`config.mk`:
```
export PLATFORM = sky130hd
export DESIGN_NAME = i2c_master_txn_queue_sequencer_core
export DESIGN_NICKNAME = d
export VERILOG_FILES = /design/src/design/i2cq_pkg.sv /design/src/design/i2cq_ctrl.sv /design/src/design/i2cq_dp.sv /design/src/design/i2c_master_txn_queue_sequencer_core.sv
export VERILOG_INCLUDE_DIRS = /design/src /design/src/design
export SDC_FILE = /design/constraint.sdc
export NUM_CORES = 2
export LEC_CHECK = 0
export BUFFER_PORTS_ARGS = -buffer_cell sky130_fd_sc_hd__buf_2
export CORE_MARGIN = 2
export CORE_UTILIZATION = 50
export CTS_CLUSTER_DIAMETER = 200
export DETAILED_ROUTE_END_ITERATION = 6
export MAX_ROUTING_LAYER = met4
export PLACE_DENSITY = 0.76
export SKIP_CTS_REPAIR_TIMING = 1
export SLEW_MARGIN = 20
export SYNTH_ARGS = -nofsm -noshare
export SYNTH_HDL_FRONTEND = slang
export SYNTH_HIERARCHICAL = 1
export SYNTH_SLANG_ARGS = --single-unit
```
`constraint.sdc`:
```
create_clock -name clock -period 7.4 [get_ports clock]
set_input_delay 1.11 -clock clock [delete_from_list [all_inputs] [get_ports clock]]
set_output_delay 1.11 -clock clock [all_outputs]
set_load 0.01 [all_outputs]
```
`src/design/i2c_master_txn_queue_sequencer_core_assert.svh`:
```
// Assertion macros shared by the sequencer RTL.
// All of them sample on clock and are disabled while reset is high.
`ifndef I2C_MASTER_TXN_QUEUE_SEQUENCER_CORE_ASSERT_SVH
`define I2C_MASTER_TXN_QUEUE_SEQUENCER_CORE_ASSERT_SVH

// same-cycle implication
`define I2CQ_ASSERT_IMP(lbl, ante, cons, msg) \
   lbl: assert property (@(posedge clock) disable iff (reset) (ante) |-> (cons)) \
      else $error(msg);

// next-cycle implication
`define I2CQ_ASSERT_NEXT(lbl, ante, cons, msg) \
   lbl: assert property (@(posedge clock) disable iff (reset) (ante) |=> (cons)) \
      else $error(msg);

`endif

```
`src/design/i2cq_pkg.sv`:
```
package i2cq_pkg;

   localparam int QUEUE_DEPTH = 64;
   localparam int PTR_W       = $clog2(QUEUE_DEPTH);
   localparam int CNT_W       = $clog2(QUEUE_DEPTH + 1);

   // request kinds (req_tuser)
   localparam logic [2:0] REQ_QREAD  = 3'd0;
   localparam logic [2:0] REQ_QWRITE = 3'd1;
   localparam logic [2:0] REQ_QWRRD  = 3'd2;
   localparam logic [2:0] REQ_EVENT  = 3'd3;
   localparam logic [2:0] REQ_KICK   = 3'd4;

   // enqueue results
   localparam logic [2:0] ENQ_OK       = 3'd0;
   localparam logic [2:0] ENQ_FULL     = 3'd1;
   localparam logic [2:0] ENQ_BAD_ADDR = 3'd2;
   localparam logic [2:0] ENQ_BAD_LEN  = 3'd3;
   localparam logic [2:0] ENQ_NOT_REQ  = 3'd4;

   // bus controller commands
   localparam logic [2:0] CMD_NONE  = 3'd0;
   localparam logic [2:0] CMD_CLEAR = 3'd1;
   localparam logic [2:0] CMD_START = 3'd2;
   localparam logic [2:0] CMD_NACK  = 3'd3;
   localparam logic [2:0] CMD_ACK   = 3'd4;
   localparam logic [2:0] CMD_STOP  = 3'd5;

   // per-transaction status
   localparam logic [2:0] STS_SCHED     = 3'd0;
   localparam logic [2:0] STS_PENDING   = 3'd1;
   localparam logic [2:0] STS_DONE      = 3'd2;
   localparam logic [2:0] STS_START_ERR = 3'd3;
   localparam logic [2:0] STS_ADDR_NACK = 3'd4;
   localparam logic [2:0] STS_DATA_NACK = 3'd5;

   // bus status codes after masking
   localparam logic [7:0] STATUS_MASK     = 8'hF8;
   localparam logic [7:0] BS_START        = 8'h08;
   localparam logic [7:0] BS_REP_START    = 8'h10;
   localparam logic [7:0] BS_MT_SLA_ACK   = 8'h18;
   localparam logic [7:0] BS_MT_DATA_ACK  = 8'h28;
   localparam logic [7:0] BS_MR_SLA_ACK   = 8'h40;
   localparam logic [7:0] BS_MR_DATA_ACK  = 8'h50;
   localparam logic [7:0] BS_MR_DATA_NACK = 8'h58;

   localparam logic [7:0] ADDR_BAD_BIT = 8'h80;
   localparam logic [7:0] READ_BIT     = 8'h01;

   typedef enum logic [1:0] {
      PH_IDLE  = 2'd0,
      PH_START = 2'd1,
      PH_SLA   = 2'd2,
      PH_DATA  = 2'd3
   } phase_type;

   typedef struct packed {
      logic [7:0] tag;
      logic [7:0] read_len;
      logic [7:0] len;
      logic [7:0] addr_byte;
   } entry_type;

   typedef struct packed {
      logic [2:0] status_code;
      logic       status_valid;
      logic [7:0] result_tag;
      logic [7:0] buffer_index;
      logic [7:0] rx_byte_out;
      logic       store_rx_valid;
      logic       send_data_valid;
      logic [7:0] address_byte;
      logic       send_address_valid;
      logic [2:0] bus_cmd;
      logic [2:0] enqueue_result;
      logic       last;
   } rsp_word_type;

   // controller -> datapath
   typedef struct packed {
      logic capture;      // latch the accepted request word
      logic exec;         // commit the step, load first result
      logic load_second;  // load the follow-up start result
   } dp_cmd_type;

   // datapath -> controller
   typedef struct packed {
      logic out_free;
      logic two_results;
   } dp_stat_type;

endpackage

```
`src/design/i2cq_ctrl.sv`:
```
module i2cq_ctrl (
   input  logic                 clock,
   input  logic                 reset,
   input  logic                 req_tvalid,
   output logic                 req_tready,
   input  i2cq_pkg::dp_stat_type stat,
   output i2cq_pkg::dp_cmd_type  cmd
);

   typedef enum logic [1:0] {
      CTRL_IDLE  = 2'd0,
      CTRL_EXEC  = 2'd1,
      CTRL_READ2 = 2'd2,
      CTRL_EXEC2 = 2'd3
   } state_type;

   state_type state_ff, state_in;
   logic      ready_ff, ready_in;

   assign req_tready = ready_ff;

   always_comb begin
      cmd.capture     = req_tvalid & ready_ff;
      cmd.exec        = (state_ff == CTRL_EXEC) & stat.out_free;
      cmd.load_second = (state_ff == CTRL_EXEC2) & stat.out_free;
   end

   always_comb begin
      state_in = state_ff;
      case (state_ff)
         CTRL_IDLE: begin
            if (cmd.capture) state_in = CTRL_EXEC;
         end
         CTRL_EXEC: begin
            if (cmd.exec) state_in = stat.two_results ? CTRL_READ2 : CTRL_IDLE;
         end
         CTRL_READ2: begin
            // new head is being read
            state_in = CTRL_EXEC2;
         end
         CTRL_EXEC2: begin
            if (cmd.load_second) state_in = CTRL_IDLE;
         end
         default: begin
            state_in = CTRL_IDLE;
         end
      endcase
      ready_in = (state_in == CTRL_IDLE);
   end

   always_ff @(posedge clock) begin
      if (reset) begin
         state_ff <= CTRL_IDLE;
         ready_ff <= 1'b1;
      end else begin
         state_ff <= state_in;
         ready_ff <= ready_in;
      end
   end

`include "i2c_master_txn_queue_sequencer_core_assert.svh"

   `I2CQ_ASSERT_NEXT(a_accept_goes_exec, cmd.capture, state_ff == CTRL_EXEC, "accept did not start execution")
   `I2CQ_ASSERT_IMP(a_ready_only_idle, ready_ff, state_ff == CTRL_IDLE, "ready outside idle")
   `I2CQ_ASSERT_NEXT(a_two_goes_read2, cmd.exec && stat.two_results, state_ff == CTRL_READ2, "second result skipped")

endmodule

```
`src/design/i2cq_dp.sv`:
```
module i2cq_dp (
   input  logic                   clock,
   input  logic                   reset,
   input  i2cq_pkg::dp_cmd_type   cmd,
   output i2cq_pkg::dp_stat_type  stat,
   input  logic [47:0]            req_tdata,
   input  logic [2:0]             req_tuser,
   input  logic                   rsp_tready,
   output logic                   rsp_tvalid,
   output i2cq_pkg::rsp_word_type rsp_word
);

   // queue storage, registered read at the head
   i2cq_pkg::entry_type q_mem [i2cq_pkg::QUEUE_DEPTH];
   i2cq_pkg::entry_type rd_ff;

   logic [i2cq_pkg::PTR_W-1:0] head_ff, head_in, tail_ff, tail_in;
   logic [i2cq_pkg::CNT_W-1:0] cnt_ff, cnt_in;
   i2cq_pkg::phase_type        phase_ff, phase_in;
   logic [7:0]                 bd_ff, bd_in;

   // latched request
   logic [2:0] typ_ff;
   logic [7:0] tag_ff, addr_ff, wlen_ff, rlen_ff, st_ff, rx_ff;

   logic                       wr_en;
   logic [i2cq_pkg::PTR_W-1:0] wr_addr;
   i2cq_pkg::entry_type        wr_data;

   i2cq_pkg::rsp_word_type r0, r1, rsp_ff;
   logic                   rsp_valid_ff;
   logic                   two;
   logic                   fin, endw;
   logic [2:0]             fin_code;
   logic [8:0]             d1, len9;
   logic [7:0]             bdw;
   logic [i2cq_pkg::PTR_W-1:0] head_next;

   assign head_next = (head_ff == i2cq_pkg::PTR_W'(i2cq_pkg::QUEUE_DEPTH - 1)) ?
                      '0 : head_ff + 1'b1;

   // entry writes land only on the executing edge
   always_ff @(posedge clock) begin
      if (cmd.exec && wr_en) q_mem[wr_addr] <= wr_data;
      rd_ff <= q_mem[head_ff];
   end

   always_ff @(posedge clock) begin
      if (cmd.capture) begin
         typ_ff  <= req_tuser;
         tag_ff  <= req_tdata[7:0];
         addr_ff <= req_tdata[15:8];
         wlen_ff <= req_tdata[23:16];
         rlen_ff <= req_tdata[31:24];
         st_ff   <= req_tdata[39:32] & i2cq_pkg::STATUS_MASK;
         rx_ff   <= req_tdata[47:40];
      end
   end

   assign d1   = {1'b0, bd_ff} + 9'd1;
   assign len9 = {1'b0, rd_ff.len};
   assign bdw  = bd_ff + 8'd1;

   always_comb begin
      r0 = '0;
      r0.enqueue_result = i2cq_pkg::ENQ_NOT_REQ;
      two      = 1'b0;
      wr_en    = 1'b0;
      wr_addr  = tail_ff;
      wr_data  = '0;
      head_in  = head_ff;
      tail_in  = tail_ff;
      cnt_in   = cnt_ff;
      phase_in = phase_ff;
      bd_in    = bd_ff;
      fin      = 1'b0;
      fin_code = i2cq_pkg::STS_DONE;
      endw     = 1'b0;

      if (typ_ff == i2cq_pkg::REQ_QREAD || typ_ff == i2cq_pkg::REQ_QWRITE ||
          typ_ff == i2cq_pkg::REQ_QWRRD) begin
         if (cnt_ff >= i2cq_pkg::CNT_W'(i2cq_pkg::QUEUE_DEPTH)) begin
            r0.enqueue_result = i2cq_pkg::ENQ_FULL;
         end else if ((addr_ff & i2cq_pkg::ADDR_BAD_BIT) != 8'd0) begin
            r0.enqueue_result = i2cq_pkg::ENQ_BAD_ADDR;
         end else if (typ_ff != i2cq_pkg::REQ_QWRITE && rlen_ff == 8'd0) begin
            r0.enqueue_result = i2cq_pkg::ENQ_BAD_LEN;
         end else begin
            wr_en        = 1'b1;
            wr_data.tag  = tag_ff;
            if (typ_ff == i2cq_pkg::REQ_QREAD) begin
               wr_data.addr_byte = {addr_ff[6:0], 1'b0} | i2cq_pkg::READ_BIT;
               wr_data.len       = rlen_ff;
               wr_data.read_len  = rlen_ff;
            end else begin
               wr_data.addr_byte = {addr_ff[6:0], 1'b0};
               wr_data.len       = wlen_ff;
               wr_data.read_len  = (typ_ff == i2cq_pkg::REQ_QWRITE) ? 8'd0 : rlen_ff;
            end
            tail_in = (tail_ff == i2cq_pkg::PTR_W'(i2cq_pkg::QUEUE_DEPTH - 1)) ?
                      '0 : tail_ff + 1'b1;
            cnt_in  = cnt_ff + 1'b1;
            r0.enqueue_result = i2cq_pkg::ENQ_OK;
            r0.status_valid   = 1'b1;
            r0.result_tag     = tag_ff;
            r0.status_code    = i2cq_pkg::STS_SCHED;
         end
      end else if (typ_ff == i2cq_pkg::REQ_EVENT) begin
         if (cnt_ff == '0) begin
            phase_in  = i2cq_pkg::PH_IDLE;
            r0.bus_cmd = i2cq_pkg::CMD_CLEAR;
         end else if (phase_ff == i2cq_pkg::PH_START) begin
            if (st_ff != i2cq_pkg::BS_START && st_ff != i2cq_pkg::BS_REP_START) begin
               r0.status_valid = 1'b1;
               r0.result_tag   = rd_ff.tag;
               r0.status_code  = i2cq_pkg::STS_START_ERR;
               head_in = head_next;
               cnt_in  = cnt_ff - 1'b1;
               if (cnt_ff == i2cq_pkg::CNT_W'(1)) begin
                  phase_in   = i2cq_pkg::PH_IDLE;
                  r0.bus_cmd = i2cq_pkg::CMD_CLEAR;
               end else begin
                  two = 1'b1;  // restart on the next entry
               end
            end else begin
               phase_in              = i2cq_pkg::PH_SLA;
               r0.bus_cmd            = i2cq_pkg::CMD_NACK;
               r0.send_address_valid = 1'b1;
               r0.address_byte       = rd_ff.addr_byte;
               r0.result_tag         = rd_ff.tag;
            end
         end else if ((rd_ff.addr_byte & i2cq_pkg::READ_BIT) == 8'd0) begin
            // write transfer
            if (phase_ff == i2cq_pkg::PH_SLA) begin
               if (st_ff != i2cq_pkg::BS_MT_SLA_ACK) begin
                  fin = 1'b1;
                  fin_code = i2cq_pkg::STS_ADDR_NACK;
               end else begin
                  phase_in = i2cq_pkg::PH_DATA;
                  bd_in    = 8'd0;
                  if (rd_ff.len == 8'd0) begin
                     endw = 1'b1;
                  end else begin
                     r0.bus_cmd         = i2cq_pkg::CMD_NACK;
                     r0.send_data_valid = 1'b1;
                     r0.buffer_index    = 8'd0;
                     r0.result_tag      = rd_ff.tag;
                  end
               end
            end else if (phase_ff == i2cq_pkg::PH_DATA) begin
               if (st_ff != i2cq_pkg::BS_MT_DATA_ACK) begin
                  fin = 1'b1;
                  fin_code = i2cq_pkg::STS_DATA_NACK;
               end else begin
                  bd_in = bdw;
                  if (bdw >= rd_ff.len) begin
                     endw = 1'b1;
                  end else begin
                     r0.bus_cmd         = i2cq_pkg::CMD_NACK;
                     r0.send_data_valid = 1'b1;
                     r0.buffer_index    = bdw;
                     r0.result_tag      = rd_ff.tag;
                  end
               end
            end
         end else begin
            // read transfer
            if (phase_ff == i2cq_pkg::PH_SLA) begin
               if (st_ff != i2cq_pkg::BS_MR_SLA_ACK) begin
                  fin = 1'b1;
                  fin_code = i2cq_pkg::STS_ADDR_NACK;
               end else begin
                  bd_in      = 8'd0;
                  phase_in   = i2cq_pkg::PH_DATA;
                  r0.bus_cmd = (rd_ff.len > 8'd1) ? i2cq_pkg::CMD_ACK : i2cq_pkg::CMD_NACK;
               end
            end else if (phase_ff == i2cq_pkg::PH_DATA) begin
               if ((d1 >= len9 && st_ff != i2cq_pkg::BS_MR_DATA_NACK) ||
                   (d1 < len9 && st_ff != i2cq_pkg::BS_MR_DATA_ACK)) begin
                  fin = 1'b1;
                  fin_code = i2cq_pkg::STS_DATA_NACK;
               end else begin
                  bd_in = d1[7:0];
                  if (d1 >= len9) begin
                     fin = 1'b1;
                  end else begin
                     r0.bus_cmd = ((d1 + 9'd1) < len9) ? i2cq_pkg::CMD_ACK :
                                                         i2cq_pkg::CMD_NACK;
                     r0.result_tag = rd_ff.tag;
                  end
                  r0.store_rx_valid = 1'b1;
                  r0.rx_byte_out    = rx_ff;
                  r0.buffer_index   = bd_ff;
               end
            end
         end
      end else if (typ_ff == i2cq_pkg::REQ_KICK) begin
         if (phase_ff == i2cq_pkg::PH_IDLE && cnt_ff != '0) begin
            phase_in        = i2cq_pkg::PH_START;
            r0.bus_cmd      = i2cq_pkg::CMD_START;
            r0.status_valid = 1'b1;
            r0.result_tag   = rd_ff.tag;
            r0.status_code  = i2cq_pkg::STS_PENDING;
         end
      end

      // end of write part: repeated start into the read part, or stop
      if (endw) begin
         if (rd_ff.read_len != 8'd0) begin
            r0.bus_cmd        = i2cq_pkg::CMD_START;
            wr_en             = 1'b1;
            wr_addr           = head_ff;
            wr_data.tag       = rd_ff.tag;
            wr_data.read_len  = rd_ff.read_len;
            wr_data.len       = rd_ff.read_len;
            wr_data.addr_byte = rd_ff.addr_byte | i2cq_pkg::READ_BIT;
            phase_in          = i2cq_pkg::PH_START;
         end else begin
            fin = 1'b1;
         end
      end

      if (fin) begin
         r0.bus_cmd      = i2cq_pkg::CMD_STOP;
         r0.status_valid = 1'b1;
         r0.result_tag   = rd_ff.tag;
         r0.status_code  = fin_code;
         head_in  = head_next;
         cnt_in   = cnt_ff - 1'b1;
         phase_in = i2cq_pkg::PH_IDLE;
      end

      r0.last = ~two;
   end

   always_comb begin
      r1 = '0;
      r1.enqueue_result = i2cq_pkg::ENQ_NOT_REQ;
      r1.bus_cmd        = i2cq_pkg::CMD_START;
      r1.status_valid   = 1'b1;
      r1.result_tag     = rd_ff.tag;
      r1.status_code    = i2cq_pkg::STS_PENDING;
      r1.last           = 1'b1;
   end

   always_ff @(posedge clock) begin
      if (reset) begin
         head_ff  <= '0;
         tail_ff  <= '0;
         cnt_ff   <= '0;
         phase_ff <= i2cq_pkg::PH_IDLE;
         bd_ff    <= 8'd0;
      end else if (cmd.exec) begin
         head_ff  <= head_in;
         tail_ff  <= tail_in;
         cnt_ff   <= cnt_in;
         phase_ff <= phase_in;
         bd_ff    <= bd_in;
      end
   end

   always_ff @(posedge clock) begin
      if (reset) begin
         rsp_valid_ff <= 1'b0;
      end else if (cmd.exec || cmd.load_second) begin
         rsp_valid_ff <= 1'b1;
      end else if (rsp_tready) begin
         rsp_valid_ff <= 1'b0;
      end
   end

   always_ff @(posedge clock) begin
      if (cmd.exec) begin
         rsp_ff <= r0;
      end else if (cmd.load_second) begin
         rsp_ff <= r1;
      end
   end

   assign rsp_tvalid       = rsp_valid_ff;
   assign rsp_word         = rsp_ff;
   assign stat.out_free    = ~rsp_valid_ff | rsp_tready;
   assign stat.two_results = two;

`include "i2c_master_txn_queue_sequencer_core_assert.svh"

   `I2CQ_ASSERT_IMP(a_cnt_bound, 1'b1, cnt_ff <= i2cq_pkg::CNT_W'(i2cq_pkg::QUEUE_DEPTH), "entry count overflow")
   `I2CQ_ASSERT_IMP(a_empty_ptrs, cnt_ff == '0, head_ff == tail_ff, "empty queue with unequal pointers")
   `I2CQ_ASSERT_IMP(a_restart_needs_entry, cmd.exec && two, cnt_ff > i2cq_pkg::CNT_W'(1), "restart with no entry left")

endmodule

```
`src/design/i2c_master_txn_queue_sequencer_core.sv`:
```
// I2C master transaction sequencer. Software queues read, write and
// write-then-read transactions (up to 64 entries, each with a tag, a 7-bit
// address and byte counts); a kick starts the head transaction, and bus
// controller events then step it through start, address, data, repeated
// start and stop. Every request word returns one result word, or two when a
// start failure drops the head and another entry is restarted right away; the
// final word of a request carries rsp_tlast. The block only names buffer
// positions; the data bytes live outside. Sequence: a request word is accepted,
// then executed against the head entry read from the queue memory once the
// result register is free, and the block is ready again in the cycle after its
// last result is loaded; a restart result first needs a second head read, as
// the queue memory's read port is registered. A result held by a stalled rsp_tready
// holds execution of the next request, not its acceptance.
module i2c_master_txn_queue_sequencer_core (
   input  logic        clock,
   input  logic        reset,
   // request channel
   input  logic        req_tvalid,
   output logic        req_tready,
   // txn_tag, slave_address, write_length, read_length, bus_status, rx_byte
   input  logic [47:0] req_tdata,
   // req_type
   input  logic [2:0]  req_tuser,
   // result channel
   output logic        rsp_tvalid,
   input  logic        rsp_tready,
   // enqueue_result, bus_cmd, send_address_valid, address_byte,
   // send_data_valid, store_rx_valid, rx_byte_out, buffer_index,
   // result_tag, status_valid, status_code, 3 zero pad bits
   output logic [47:0] rsp_tdata,
   output logic        rsp_tlast
);

   i2cq_pkg::dp_cmd_type   cmd;
   i2cq_pkg::dp_stat_type  stat;
   i2cq_pkg::rsp_word_type rsp_word;

   // sequencing: accept, execute, optional restart read
   i2cq_ctrl u_ctrl (
      .clock      (clock),
      .reset      (reset),
      .req_tvalid (req_tvalid),
      .req_tready (req_tready),
      .stat       (stat),
      .cmd        (cmd)
   );

   // queue memory, pointers, phase and output register
   i2cq_dp u_dp (
      .clock      (clock),
      .reset      (reset),
      .cmd        (cmd),
      .stat       (stat),
      .req_tdata  (req_tdata),
      .req_tuser  (req_tuser),
      .rsp_tready (rsp_tready),
      .rsp_tvalid (rsp_tvalid),
      .rsp_word   (rsp_word)
   );

   assign rsp_tdata = {3'b000,
                       rsp_word.status_code,
                       rsp_word.status_valid,
                       rsp_word.result_tag,
                       rsp_word.buffer_index,
                       rsp_word.rx_byte_out,
                       rsp_word.store_rx_valid,
                       rsp_word.send_data_valid,
                       rsp_word.address_byte,
                       rsp_word.send_address_valid,
                       rsp_word.bus_cmd,
                       rsp_word.enqueue_result};
   assign rsp_tlast = rsp_word.last;

endmodule
```
==> results.py <==
metrics = {
    "sta": {
        "grt_setup_unrepaired": "false",
        "setup_viol": 0,
        "clock_skew_ps": 31.3,
        "worstMarginPinSlew_ps": 1150,
        "hold_viol_final": 0,
        "fin_setup_tns_ps": 0,
        "maxSlewHeadroom_pct": 23.4,
        "final_max_slew_viol_count": 0,
        "fmax_ghz": 0.158,
        "post-route-period-util_pct": 85.6,
        "final.min_clock_period_ps": 6330,
    },
    "pwr": {
        "peakVddDrop_v": 0.000250,
        "p_total_mw": 24.2,
        "leakage_nw": 30.0,
        "power_density_nw_per_um2": 252,
    },
    "outcome": {
        "status": "complete, no violations",
    },
    "min_path": {
        "holdPathStages": 1,
        "hp-class": "input port to register",
    },
    "critical_path": {
        "cp.arrival_ps": 6860,
        "reg2reg_depth": 15,
        "crit_slowest_cell": "nor2_4",
        "reg2reg_slack_ps": 1070,
        "crit_path_end_kind": "register",
        "cp_cell_sequence": "ha_1 > nand3_1 > nor2_1 > nor2b_1 > nor2_1 > inv_1 > ha_1 > nand4_1 > o211ai_1 > nand3_2 > o22ai_1 > nand2_1 > nand2b_1 > nor2_4 > buf_4",
        "slowest_delay_ps": 970,
        "critPathMaxFanout": 23,
        "startpoint_type": "register",
        "required_ps": 7930,
        "critPathKind": "register to register",
    },
    "final_layout": {
        "layout-drive-gt1-share_pct": 32.0,
        "area_growth_pct": 12.4,
        "num-fill-cells": 11700,
        "nets": 4006,
    },
    "clock_tree": {
        "clk_path_buf_depth": 3,
        "cts_tree": "done",
        "root_buffer": "clkbuf_16",
        "clk_pin_slew_worst_paths_ps": 60,
        "htreeDepth": 4,
        "cts_made_buffers": 198,
        "clock_latency_ps": 850,
        "clock_sinks": 2207,
    },
    "synth": {
        "synth-seq-cells": 2207,
        "synth_area_um2": 85400,
        "synthArstFlopShare_pct": 0,
        "ys.flop_type": "edfxtp_1",
        "yosysWarnings": 6,
        "synth_top_cell_by_area": "edfxtp_1",
        "post_synth.cell_area_avg_um2": 23.2,
        "synth_top_area_share_pct": 75.3,
        "syn_inst": 3684,
        "synth_edf_count": 2142,
        "synth.top_cells.by_area": "edfxtp_1 75%, mux4_2 18%, dfxtp_1 1.5%",
        "ys_types": 85,
        "seq_area_frac_synth_pct": 76.9,
    },
    "placed_design": {
        "hpwl_um": 113000,
        "port_buffers": 99,
        "place_congestion": 0.890,
    },
    "die": {
        "design.die.area_um2": 174000,
        "core_area_um2": 169000,
        "fp.dieW_um": 417,
        "die-height_um": 417,
        "num_rows": 151,
        "start_util_pct": 50.4,
        "io-pin-count": 106,
    },
    "grt": {
        "antenna_found_initial": 18,
        "grt_pass1_wl_um": 293000,
        "grt_pass1_vias": 41100,
        "grtUsageTotal_pct": 24.1,
        "grt.overflow.total": 0,
        "grt_max_degree": 147,
    },
    "drt": {
        "wire_per_inst_um": 32.1,
        "drtAntennaViolNets": 0,
        "initialDrtViolationCount": 6161,
        "totalWireLength_um": 203000,
        "route.detailed.drc": 0,
        "vias_per_cell": 6.48,
        "dr.pass1.iters": 6,
        "via_count": 40900,
    },
    "run": {
        "maxCapViolations": 0,
    },
}
worst paths after layout:
kind                      start           endpoint
hold reg to reg   u_dp/rx_ff[0]  u_dp/rsp_word[18]
setup / recovery  u_dp/bd_ff[0]   u_dp/q_mem[0][9]
hold / removal    req_tdata[22]    u_dp/wlen_ff[6]
setup reg to reg  u_dp/bd_ff[0]   u_dp/q_mem[0][9]
critical path, delay by kind of cell (launching register included):
| family | cells | cell delay (ps) |
|---|---|---|
| adder cells (fa/ha/maj) | 2 | 670 |
| flip-flops | 1 | 530 |
| AO/OA/AOI/OAI | 2 | 690 |
| AND/OR/NAND/NOR | 9 | 3700 |
| buffers and inverters | 2 | 420 |
cell usage after synthesis, types with 9 or more instances:
cell type / n
or3_1: 9
nand4_1: 11
mux4_2: 672
mux2i_1: 15
a31oi_1: 10
nor3_1: 29
ha_1: 29
edfxtp_1: 2142
nor2_1: 103
and2_1: 21
nand2_1: 89
inv_1: 27
xnor2_1: 15
a22o_1: 15
clkbuf_1: 127
nand2b_1: 13
nand3_1: 21
buf_1: 45
dfxtp_1: 65
o21ai_0: 27
a21oi_1: 31
sequential cells by signal, summed over array words and instances, names as in the netlist:
signal / cells
u_dp/tag_ff: 8
u_dp/addr_ff: 8
u_dp/rx_ff: 8
u_dp/typ_ff: 3
u_dp/q_mem: 2048
u_dp/cnt_ff: 7
u_dp/st_ff: 5
u_dp/tail_ff: 6
u_dp/rlen_ff: 8
u_dp/rsp_tvalid: 1
u_dp/r1: 8
u_dp/rd_ff: 16
u_dp/head_ff: 6
u_dp/rsp_word: 46
u_dp/bd_ff: 8
u_dp/len9: 8
u_ctrl/state_ff: 2
u_dp/wlen_ff: 8
u_dp/phase_ff: 2
u_ctrl/req_tready: 1
placed cells by master (no fill, tap or decap), types with 11 or more instances in the layout:
| master | netlist | layout |
|---|---|---|
| bufinv_16 | 0 | 13 |
| and2_1 | 21 | 20 |
| buf_4 | 7 | 115 |
| clkbuf_1 | 127 | 58 |
| clkinv_2 | 0 | 29 |
| nor3_2 | 4 | 17 |
| mux2i_1 | 15 | 15 |
| ha_1 | 29 | 29 |
| mux4_2 | 672 | 672 |
| buf_2 | 7 | 99 |
| o21ai_0 | 27 | 19 |
| nand3_1 | 21 | 21 |
| nand2b_1 | 13 | 13 |
| clkinv_1 | 0 | 38 |
| nor2_4 | 0 | 48 |
| dfxtp_1 | 65 | 59 |
| nand2_1 | 89 | 89 |
| a21oi_1 | 31 | 31 |
| clkbuf_16 | 0 | 200 |
| edfxtp_1 | 2142 | 2142 |
| nor3_1 | 29 | 14 |
| nand4_1 | 11 | 11 |
| inv_1 | 27 | 26 |
| nor2_1 | 103 | 54 |
| xnor2_1 | 15 | 15 |
through the flow:
stage / utilization, % / cell area [um2] / std cells / hold slack (ps) / worst slack (ps)
after floorplan: - / 85400 / 3686 / 482 / 1530
after detailed placement: 52.9 / 89600 / 5939 / 516 / 1380
after global placement: 52.8 / 89500 / 5936 / 504 / 1420
after global routing: 56.6 / 96000 / 6311 / 427 / 686
after CTS: 56.6 / 95900 / 6305 / 402 / 1310
final: 56.6 / 96000 / 6312 / 448 / 1070
cells by family (layout without fill, tap and decap cells):
group                      after synthesis  after routing  share of synthesized area [%]
AOI/OAI and AO/OA                      158            158                           1.37
other                                    1              9                        0.00439
DFF                                   2207           2207                           76.9
muxes                                  690            690                           17.9
buffers and inverters                  218            620                           1.04
and+or+nand+nor                        362            362                           2.15
adders and majority gates               29             29                          0.425
xor gates and xnor gates                19             19                          0.195
power breakdown:
group	total [mW]	leakage [nW]	switching, mW	internal (mW)
logic	0.371	5.98	0.295	0.0759
clock network	10.0	3.06	4.50	5.54
registers	13.8	21.0	0.0392	13.7
area by class of cell:
type / count / area [um2] / share of cell area [%]
Sequential cell: 2207 / 65600 / 68.4
Multi-Input combinational cell: 1261 / 19500 / 20.3
Clock buffer: 267 / 5350 / 5.57
Tap cell: 2218 / 2780 / 2.89
Timing Repair Buffer: 227 / 1640 / 1.71
Clock inverter: 99 / 942 / 0.981
Inverter: 27 / 101 / 0.106
Antenna cell: 6 / 15.0 / 0.0156
layer usage:
metal / track usage [%] / up-vias / wire, um
met5: - / - / 0
met4: 6.88 / 0 / 4890
met3: 5.03 / 313 / 21900
met2: 36.8 / 2615 / 98700
met1: 33.3 / 21700 / 77000
li1: - / 16200 / -
No activity file was read; power rests on OpenSTA's default activity.
